$ cat src/hw/rtl/sha256_byte_stream_hasher_assert.svh
// Assertion macros for the SHA-256 byte stream hasher.
// Expects aclk and aresetn in the scope where a macro is used.
`ifndef SHA256_BYTE_STREAM_HASHER_ASSERT_SVH
`define SHA256_BYTE_STREAM_HASHER_ASSERT_SVH

// Same-cycle implication, checked outside reset.
`define SBSH_ASSERT_IMP(name, ante, cons) \
    name: assert property (@(posedge aclk) disable iff (!aresetn) (ante) |-> (cons)) \
        else $error("sha256 hasher: check failed");

// Next-cycle implication, checked outside reset.
`define SBSH_ASSERT_NXT(name, ante, cons) \
    name: assert property (@(posedge aclk) disable iff (!aresetn) (ante) |=> (cons)) \
        else $error("sha256 hasher: check failed");

`endif

$ cat src/hw/rtl/sha256_pkg.sv
// Shared types, constants and round functions of the SHA-256 hasher.
// No dependencies; used by sha256_core and the top level.
package sha256_pkg;

    typedef logic [31:0] word_t;
    typedef logic [7:0][31:0] hash_vec_t;   // element i is hash word i
    typedef logic [0:15][31:0] sched_t;     // element 0 is the oldest word

    typedef struct packed {
        logic       init;
        logic       start;
        logic       shift_en;
        logic [7:0] shift_byte;
    } core_cmd_t;

    typedef struct packed {
        logic busy;
        logic done;
    } core_sts_t;

    localparam hash_vec_t HASH_INIT = {
        32'h5be0cd19, 32'h1f83d9ab, 32'h9b05688c, 32'h510e527f,
        32'ha54ff53a, 32'h3c6ef372, 32'hbb67ae85, 32'h6a09e667};

    localparam logic [7:0] PAD_MARK     = 8'h80;
    localparam logic [5:0] LEN_OFFSET   = 6'd56;
    localparam logic [5:0] FILL_LAST    = 6'd63;
    localparam logic [5:0] FILL_PAD_END = LEN_OFFSET - 6'd1;
    localparam logic [5:0] ROUND_LAST   = 6'd63;
    localparam logic [2:0] WORD_LAST    = 3'd7;

    function automatic word_t bsig0(input word_t x);
        return {x[1:0], x[31:2]} ^ {x[12:0], x[31:13]} ^ {x[21:0], x[31:22]};
    endfunction

    function automatic word_t bsig1(input word_t x);
        return {x[5:0], x[31:6]} ^ {x[10:0], x[31:11]} ^ {x[24:0], x[31:25]};
    endfunction

    function automatic word_t ssig0(input word_t x);
        return {x[6:0], x[31:7]} ^ {x[17:0], x[31:18]} ^ {3'b000, x[31:3]};
    endfunction

    function automatic word_t ssig1(input word_t x);
        return {x[16:0], x[31:17]} ^ {x[18:0], x[31:19]} ^ {10'b0, x[31:10]};
    endfunction

    function automatic word_t round_k(input logic [5:0] idx);
        word_t k;
        case (idx)
            6'd0:  k = 32'h428a2f98;  6'd1:  k = 32'h71374491;
            6'd2:  k = 32'hb5c0fbcf;  6'd3:  k = 32'he9b5dba5;
            6'd4:  k = 32'h3956c25b;  6'd5:  k = 32'h59f111f1;
            6'd6:  k = 32'h923f82a4;  6'd7:  k = 32'hab1c5ed5;
            6'd8:  k = 32'hd807aa98;  6'd9:  k = 32'h12835b01;
            6'd10: k = 32'h243185be;  6'd11: k = 32'h550c7dc3;
            6'd12: k = 32'h72be5d74;  6'd13: k = 32'h80deb1fe;
            6'd14: k = 32'h9bdc06a7;  6'd15: k = 32'hc19bf174;
            6'd16: k = 32'he49b69c1;  6'd17: k = 32'hefbe4786;
            6'd18: k = 32'h0fc19dc6;  6'd19: k = 32'h240ca1cc;
            6'd20: k = 32'h2de92c6f;  6'd21: k = 32'h4a7484aa;
            6'd22: k = 32'h5cb0a9dc;  6'd23: k = 32'h76f988da;
            6'd24: k = 32'h983e5152;  6'd25: k = 32'ha831c66d;
            6'd26: k = 32'hb00327c8;  6'd27: k = 32'hbf597fc7;
            6'd28: k = 32'hc6e00bf3;  6'd29: k = 32'hd5a79147;
            6'd30: k = 32'h06ca6351;  6'd31: k = 32'h14292967;
            6'd32: k = 32'h27b70a85;  6'd33: k = 32'h2e1b2138;
            6'd34: k = 32'h4d2c6dfc;  6'd35: k = 32'h53380d13;
            6'd36: k = 32'h650a7354;  6'd37: k = 32'h766a0abb;
            6'd38: k = 32'h81c2c92e;  6'd39: k = 32'h92722c85;
            6'd40: k = 32'ha2bfe8a1;  6'd41: k = 32'ha81a664b;
            6'd42: k = 32'hc24b8b70;  6'd43: k = 32'hc76c51a3;
            6'd44: k = 32'hd192e819;  6'd45: k = 32'hd6990624;
            6'd46: k = 32'hf40e3585;  6'd47: k = 32'h106aa070;
            6'd48: k = 32'h19a4c116;  6'd49: k = 32'h1e376c08;
            6'd50: k = 32'h2748774c;  6'd51: k = 32'h34b0bcb5;
            6'd52: k = 32'h391c0cb3;  6'd53: k = 32'h4ed8aa4a;
            6'd54: k = 32'h5b9cca4f;  6'd55: k = 32'h682e6ff3;
            6'd56: k = 32'h748f82ee;  6'd57: k = 32'h78a5636f;
            6'd58: k = 32'h84c87814;  6'd59: k = 32'h8cc70208;
            6'd60: k = 32'h90befffa;  6'd61: k = 32'ha4506ceb;
            6'd62: k = 32'hbef9a3f7;  6'd63: k = 32'hc67178f2;
            default: k = 32'h0;
        endcase
        return k;
    endfunction

endpackage

$ cat src/hw/rtl/sha256_core.sv
// SHA-256 compression core: byte-loaded message window, one round per cycle.
// Depends on sha256_pkg.
module sha256_core import sha256_pkg::*; (
    input  logic      aclk,
    input  logic      aresetn,
    input  core_cmd_t cmd,
    output core_sts_t sts,
    output hash_vec_t hash_words
);

    hash_vec_t   hash_reg, hash_next;
    hash_vec_t   wv_reg, wv_next;
    sched_t      win_reg, win_next;
    logic [5:0]  round_reg, round_next;
    logic        busy_reg, busy_next;
    logic        fold_reg, fold_next;
    logic        done_reg, done_next;
    logic [511:0] win_flat;
    word_t       w_new, t1, t2, ch, maj;

    always_comb begin
        ch    = (wv_reg[4] & wv_reg[5]) ^ (~wv_reg[4] & wv_reg[6]);
        maj   = (wv_reg[0] & wv_reg[1]) ^ (wv_reg[0] & wv_reg[2]) ^ (wv_reg[1] & wv_reg[2]);
        t1    = wv_reg[7] + bsig1(wv_reg[4]) + ch + round_k(round_reg) + win_reg[0];
        t2    = bsig0(wv_reg[0]) + maj;
        w_new = ssig1(win_reg[14]) + win_reg[9] + ssig0(win_reg[1]) + win_reg[0];
        win_flat = win_reg;
    end

    always_comb begin
        win_next   = win_reg;
        wv_next    = wv_reg;
        hash_next  = hash_reg;
        round_next = round_reg;
        busy_next  = busy_reg;
        fold_next  = busy_reg && (round_reg == ROUND_LAST);
        done_next  = fold_reg;

        // advance the window by one word per round, else take a message byte
        if (busy_reg) begin
            win_next = {win_reg[1:15], w_new};
        end else if (cmd.shift_en) begin
            win_next = {win_flat[503:0], cmd.shift_byte};
        end

        if (cmd.start) begin
            wv_next    = hash_reg;
            round_next = 6'd0;
            busy_next  = 1'b1;
        end else if (busy_reg) begin
            wv_next[7] = wv_reg[6];
            wv_next[6] = wv_reg[5];
            wv_next[5] = wv_reg[4];
            wv_next[4] = wv_reg[3] + t1;
            wv_next[3] = wv_reg[2];
            wv_next[2] = wv_reg[1];
            wv_next[1] = wv_reg[0];
            wv_next[0] = t1 + t2;
            round_next = round_reg + 6'd1;
            if (round_reg == ROUND_LAST) begin
                busy_next = 1'b0;
            end
        end

        if (cmd.init) begin
            hash_next = HASH_INIT;
        end else if (fold_reg) begin
            for (int i = 0; i < 8; i++) begin
                hash_next[i] = hash_reg[i] + wv_reg[i];
            end
        end
    end

    always_ff @(posedge aclk) begin
        win_reg <= win_next;
        wv_reg  <= wv_next;
        if (!aresetn) begin
            hash_reg  <= HASH_INIT;
            round_reg <= 6'd0;
            busy_reg  <= 1'b0;
            fold_reg  <= 1'b0;
            done_reg  <= 1'b0;
        end else begin
            hash_reg  <= hash_next;
            round_reg <= round_next;
            busy_reg  <= busy_next;
            fold_reg  <= fold_next;
            done_reg  <= done_next;
        end
    end

    assign sts.busy   = busy_reg | fold_reg;
    assign sts.done   = done_reg;
    assign hash_words = hash_reg;

endmodule

$ cat src/hw/rtl/sha256_byte_stream_hasher.sv
// SHA-256 over a byte stream: one message byte per transaction, digest on finish.
// Each message byte is shifted in; the 64th byte of a block starts a compression
// (64 rounds of the shared round unit, a fold step, a handoff step), intake closed.
// Finish: padding is shifted in, each padded block (one or two) is compressed, then
// eight digest transactions follow, one per cycle when m_tready stays high.
// Reset (aresetn low, synchronous) loads the initial hash and clears length and fill.
`include "sha256_byte_stream_hasher_assert.svh"

module sha256_byte_stream_hasher import sha256_pkg::*; (
    input  logic        aclk,
    input  logic        aresetn,
    input  logic        s_tvalid,
    output logic        s_tready,
    input  logic [7:0]  s_tdata,    // [7:0] data_byte
    input  logic [0:0]  s_tuser,    // [0] kind: 0 = message byte, 1 = finish
    output logic        m_tvalid,
    input  logic        m_tready,
    output logic [31:0] m_tdata,    // [31:0] digest_word
    output logic [2:0]  m_tuser,    // [2:0] word_index
    output logic        m_tlast     // last_word
);

    // sequencer states
    localparam logic [2:0] S_IDLE = 3'd0;  // take message bytes
    localparam logic [2:0] S_COMP = 3'd1;  // wait for the compression core
    localparam logic [2:0] S_PADZ = 3'd2;  // shift zero padding bytes
    localparam logic [2:0] S_PADL = 3'd3;  // shift the eight length bytes
    localparam logic [2:0] S_EMIT = 3'd4;  // hand out the digest words

    localparam logic KIND_FINISH = 1'b1;

    logic [2:0]  state_reg, state_next;
    logic [2:0]  after_reg, after_next;     // state to resume after compression
    logic [5:0]  fill_reg, fill_next;       // bytes in the current block
    logic [63:0] len_reg, len_next;         // byte count, then bit count shifted out
    logic [2:0]  cnt_reg, cnt_next;         // length byte position
    logic        out_valid_reg, out_valid_next;
    word_t       out_word_reg, out_word_next;
    logic [2:0]  out_idx_reg, out_idx_next;

    core_cmd_t   core_cmd;
    core_sts_t   core_sts;
    hash_vec_t   hash_words;

    sha256_core u_core (
        .aclk       (aclk),
        .aresetn    (aresetn),
        .cmd        (core_cmd),
        .sts        (core_sts),
        .hash_words (hash_words)
    );

    assign s_tready = (state_reg == S_IDLE);

    always_comb begin
        state_next     = state_reg;
        after_next     = after_reg;
        fill_next      = fill_reg;
        len_next       = len_reg;
        cnt_next       = cnt_reg;
        out_valid_next = out_valid_reg;
        out_word_next  = out_word_reg;
        out_idx_next   = out_idx_reg;
        core_cmd       = '0;

        case (state_reg)
            S_IDLE: begin
                if (s_tvalid) begin
                    core_cmd.shift_en = 1'b1;
                    fill_next         = fill_reg + 6'd1;
                    if (s_tuser[0] == KIND_FINISH) begin
                        // append the marker byte and latch the bit length
                        core_cmd.shift_byte = PAD_MARK;
                        len_next            = {len_reg[60:0], 3'b000};
                        cnt_next            = 3'd0;
                        if (fill_reg == FILL_LAST) begin
                            core_cmd.start = 1'b1;
                            state_next     = S_COMP;
                            after_next     = S_PADZ;
                        end else if (fill_reg == FILL_PAD_END) begin
                            state_next = S_PADL;
                        end else begin
                            state_next = S_PADZ;
                        end
                    end else begin
                        core_cmd.shift_byte = s_tdata;
                        len_next            = len_reg + 64'd1;
                        if (fill_reg == FILL_LAST) begin
                            core_cmd.start = 1'b1;
                            state_next     = S_COMP;
                            after_next     = S_IDLE;
                        end
                    end
                end
            end
            S_PADZ: begin
                core_cmd.shift_en   = 1'b1;
                core_cmd.shift_byte = 8'h00;
                fill_next           = fill_reg + 6'd1;
                if (fill_reg == FILL_LAST) begin
                    // block overflowed into an extra one: compress, then keep padding
                    core_cmd.start = 1'b1;
                    state_next     = S_COMP;
                    after_next     = S_PADZ;
                end else if (fill_reg == FILL_PAD_END) begin
                    state_next = S_PADL;
                end
            end
            S_PADL: begin
                core_cmd.shift_en   = 1'b1;
                core_cmd.shift_byte = len_reg[63:56];
                len_next            = {len_reg[55:0], 8'h00};
                fill_next           = fill_reg + 6'd1;
                cnt_next            = cnt_reg + 3'd1;
                if (cnt_reg == WORD_LAST) begin
                    core_cmd.start = 1'b1;
                    state_next     = S_COMP;
                    after_next     = S_EMIT;
                end
            end
            S_COMP: begin
                if (core_sts.done) begin
                    state_next = after_reg;
                    if (after_reg == S_EMIT) begin
                        out_valid_next = 1'b1;
                        out_word_next  = hash_words[0];
                        out_idx_next   = 3'd0;
                    end
                end
            end
            S_EMIT: begin
                if (m_tready) begin
                    if (out_idx_reg == WORD_LAST) begin
                        // drop the digest and start a fresh message
                        out_valid_next = 1'b0;
                        state_next     = S_IDLE;
                        core_cmd.init  = 1'b1;
                        len_next       = 64'd0;
                        fill_next      = 6'd0;
                    end else begin
                        out_idx_next  = out_idx_reg + 3'd1;
                        out_word_next = hash_words[out_idx_reg + 3'd1];
                    end
                end
            end
            default: begin
                state_next = S_IDLE;
            end
        endcase
    end

    always_ff @(posedge aclk) begin
        out_word_reg <= out_word_next;
        if (!aresetn) begin
            state_reg     <= S_IDLE;
            after_reg     <= S_IDLE;
            fill_reg      <= 6'd0;
            len_reg       <= 64'd0;
            cnt_reg       <= 3'd0;
            out_valid_reg <= 1'b0;
            out_idx_reg   <= 3'd0;
        end else begin
            state_reg     <= state_next;
            after_reg     <= after_next;
            fill_reg      <= fill_next;
            len_reg       <= len_next;
            cnt_reg       <= cnt_next;
            out_valid_reg <= out_valid_next;
            out_idx_reg   <= out_idx_next;
        end
    end

    assign m_tvalid = out_valid_reg;
    assign m_tdata  = out_word_reg;
    assign m_tuser  = out_idx_reg;
    assign m_tlast  = (out_idx_reg == WORD_LAST);

    // input side stays closed while a digest is pending or the core is running
    `SBSH_ASSERT_IMP(a_no_intake_while_emit, m_tvalid, !s_tready)
    `SBSH_ASSERT_IMP(a_no_intake_while_busy, core_sts.busy, !s_tready)
    // length bytes always land in the final eight byte slots of a block
    `SBSH_ASSERT_IMP(a_len_slot, state_reg == S_PADL, fill_reg[5:3] == 3'b111)
    // the final digest transaction closes the output
    `SBSH_ASSERT_NXT(a_last_closes, m_tvalid && m_tready && m_tlast, !m_tvalid && s_tready)

endmodule
$ cat config.mk
export PLATFORM = sky130hd
export DESIGN_NAME = sha256_byte_stream_hasher
export DESIGN_NICKNAME = d
export VERILOG_FILES = /design/src/hw/rtl/sha256_pkg.sv /design/src/hw/rtl/sha256_core.sv /design/src/hw/rtl/sha256_byte_stream_hasher.sv
export VERILOG_INCLUDE_DIRS = /design/src /design/src/hw/rtl
export SDC_FILE = /design/constraint.sdc
export NUM_CORES = 2
export LEC_CHECK = 0
export ABC_AREA = 1
export BUFFER_PORTS_ARGS = -buffer_cell sky130_fd_sc_hd__buf_2
export CAP_MARGIN = 20
export CORE_MARGIN = 8
export CORE_UTILIZATION = 50
export CTS_CLUSTER_DIAMETER = 150
export DETAILED_ROUTE_END_ITERATION = 16
export GPL_ROUTABILITY_DRIVEN = 1
export PLACE_DENSITY = 0.62
export SKIP_LAST_GASP = 1
export SLEW_MARGIN = 15
export SYNTH_ARGS = -nofsm -noshare
export SYNTH_HDL_FRONTEND = slang
export SYNTH_HIERARCHICAL = 1
export SYNTH_SLANG_ARGS = --single-unit
$ cat constraint.sdc
create_clock -name aclk -period 11.6 [get_ports aclk]
set_clock_uncertainty 0.2 [all_clocks]
set_input_delay 0 -clock aclk [delete_from_list [all_inputs] [get_ports aclk]]
set_output_delay 0 -clock aclk [all_outputs]
set_load 0.01 [all_outputs]
==> metrics.txt <==
outcome=finished, final reports clean; slew margin rel.=15.4%; number of antenna violations at the first check in global routing=19; clock sinks=1180; data required time of the critical path=11.96 ns; measured slew at the worst slew-check pin=roughly 1.3 ns; DRC violation count after routing=0; count of input and output buffers=50; Max Root-Sink Buffers=3; maximum capacitance violations=0; setup repair after global routing missed its margin=no; number of pins exceeding their max-slew limit in the final report=0; Setup Buffers After CTS=0; crit end category=flip-flop; Synth warnings=6; Net count, final=11700; pre-CTS worst setup slack=4.12 ns; proportion of layout cells with a drive suffix above 1=3.86%; effective utilization at floorplan=50.4%; Hold Path Cell Cnt=6; crit path launch type=flip-flop; width of the die=427 µm; Setup Crit Path Kind=reg -> reg; count of endpoints failing hold in the final timing report=0; Routed wire per std cell=about 25 µm; reg2reg start=u_core/wv_reg[147]$_DFFE_PP_; via count of the first global-routing pass=75100; GRT Resource Usage Total=36.0%; library cell contributing the largest single delay on the critical path=sky130_fd_sc_hd__edfxtp_1; clock tree root buffer cell=sky130_fd_sc_hd__clkbuf_16; routability congestion estimate=1.07; setup_tns=0 ns; total clock buffers created by CTS=140; Rows=150; number of vias per cell=6.01; max reg flops=512; signed area change from the synthesized netlist to the final layout=7.46%; largest net degree at the start of global routing=204; clock tree from TritonCTS=yes; Worst R2R Setup Slack=4.03 ns; half-perimeter wire length after placement=between 200000 and 300000 µm; CTS Hold Bufs=14; CTS clock-pin slew for the worst setup and hold paths=0.06 ns; FF+latch area=31600 µm²; total number of H-tree levels=4; CP dominant cell by count=sky130_fd_sc_hd__inv_1; CP max stage delay=just under 0.8 ns; count of fill cells added during filler insertion=16300; hold-critical path endpoint=u_core/win_flat[1]$_DFFE_PP_; final setup margin=4.03 ns; vias after detailed routing=80700; number of cell instances on the worst register-to-register path=29; Post-Syn Area per Cell=7.45 µm²; terminus of the critical flop-to-flop path=u_core/wv_reg[25]$_DFFE_PP_; number of detailed-route iterations in the first pass=8; Final Routed Wirelength=340000 µm; First DRT Iteration DRCs=10700; post-synthesis instance area=84300 µm²; highest fanout seen on the critical path=7; min-delay src=s_tdata[1]; class of the worst hold path=in -> reg; number of top-level design ports=51; number of instances resized during post-cts repair=0; maximum achievable frequency=0.132 GHz; number of nets in the synthesized netlist=11900; data arrival at the endpoint of the critical path=slightly below 8 ns; clock insertion delay at the later pin of the skew report=0.82 ns; post-synthesis cell count=11300; first-pass GRT wire length=495000 µm; placeable core region=~170000 µm²; Overflow after GRT=0; post-layout min period=7.57 ns; multi-input logic area=between 40000 and 50000 µm²; chip height=roughly 430 µm; fraction of the cycle the final worst path needs=65.3%; Detail Route Antenna Nets=0; overall die area=182000 µm²; Final setup viols=0
[per-stage QoR]
stage          hold slack, ns  util (%)  cells  instance area, µm²
4_1_cts                 0.103      54.1  13400               90600
6_report                0.135      54.1  13400               90600
3_5_place_dp            0.219      51.3  13100               85900
5_1_grt                 0.153      54.1  13400               90600
2_1_floorplan          -0.102         -  11300               84300
3_3_place_gp            0.213      51.3  13100               85900
[area by class of cell]
cell class / count / share of cell area (%)
tap: 2204 / 3.04
clock buffer: 177 / 4.14
sequential: 1180 / 34.9
inverter: 1456 / 6.07
clock inverter: 77 / 0.878
multi-input combinational: 8196 / 50.0
antenna: 8 / 0.0221
timing repair buffer: 118 / 0.975
[layer usage]
metal	vias to the layer above	global-route usage (%)	part of all wire [%]
li1	37100	-	-
met1	38300	47.8	41
met2	4437	55.8	44
met3	860	8.10	9.9
met4	10	17.5	5.9
met5	-	0	0.024
[cells in the final DEF, fill, tap and decap left out, types with 38 or more instances in the layout]
cell type and n:
sky130_fd_sc_hd__nand2_1 2777, sky130_fd_sc_hd__inv_1 1431, sky130_fd_sc_hd__o21ai_0 1387, sky130_fd_sc_hd__nor2_1 883, sky130_fd_sc_hd__a21oi_1 877, sky130_fd_sc_hd__edfxtp_1 800
sky130_fd_sc_hd__nand3_1 498, sky130_fd_sc_hd__ha_1 395, sky130_fd_sc_hd__dfxtp_1 377, sky130_fd_sc_hd__xor2_1 224, sky130_fd_sc_hd__fa_1 195, sky130_fd_sc_hd__xnor2_1 174
sky130_fd_sc_hd__clkbuf_16 143, sky130_fd_sc_hd__nand4_1 107, sky130_fd_sc_hd__o22ai_1 72, sky130_fd_sc_hd__nor3_1 63, sky130_fd_sc_hd__a21o_1 60, sky130_fd_sc_hd__o21ai_1 57
sky130_fd_sc_hd__a31oi_1 57, sky130_fd_sc_hd__buf_2 50, sky130_fd_sc_hd__o21a_1 50, sky130_fd_sc_hd__buf_4 47, sky130_fd_sc_hd__o211ai_1 42, sky130_fd_sc_hd__o21bai_1 38
[worst max path at each step]
| stage | start | to | slack [ns] | cells past startpoint |
|---|---|---|---|---|
| floorplan | u_core/busy_reg$_SDFF_PN0_ | u_core/win_flat[0]$_DFFE_PP_ | 3.45 | 5 |
| global placement | u_core/wv_reg[140]$_DFFE_PP_ | u_core/wv_reg[31]$_DFFE_PP_ | 4.11 | 33 |
| detailed placement | u_core/wv_reg[140]$_DFFE_PP_ | u_core/wv_reg[31]$_DFFE_PP_ | 4.12 | 31 |
| CTS | u_core/wv_reg[135]$_DFFE_PP_ | u_core/wv_reg[25]$_DFFE_PP_ | 4.10 | 31 |
| global route | u_core/wv_reg[140]$_DFFE_PP_ | u_core/wv_reg[23]$_DFFE_PP_ | 3.69 | 30 |
| finish | u_core/wv_reg[147]$_DFFE_PP_ | u_core/wv_reg[25]$_DFFE_PP_ | 4.03 | 29 |
[worst max-delay path: cells and delay by family, from the launching register on]
kind                     cells  cell delay [ns]
adder cells (fa/ha/maj)      6             2.57
AO/OA/AOI/OAI                7             1.54
buffers and inverters        6             0.44
AND/OR/NAND/NOR              7             0.89
XOR/XNOR                     3             0.87
flip-flops                   1             0.79
Power is not shown: default switching activity piles up to over one toggle a cycle in this logic, so the estimate is an artifact.
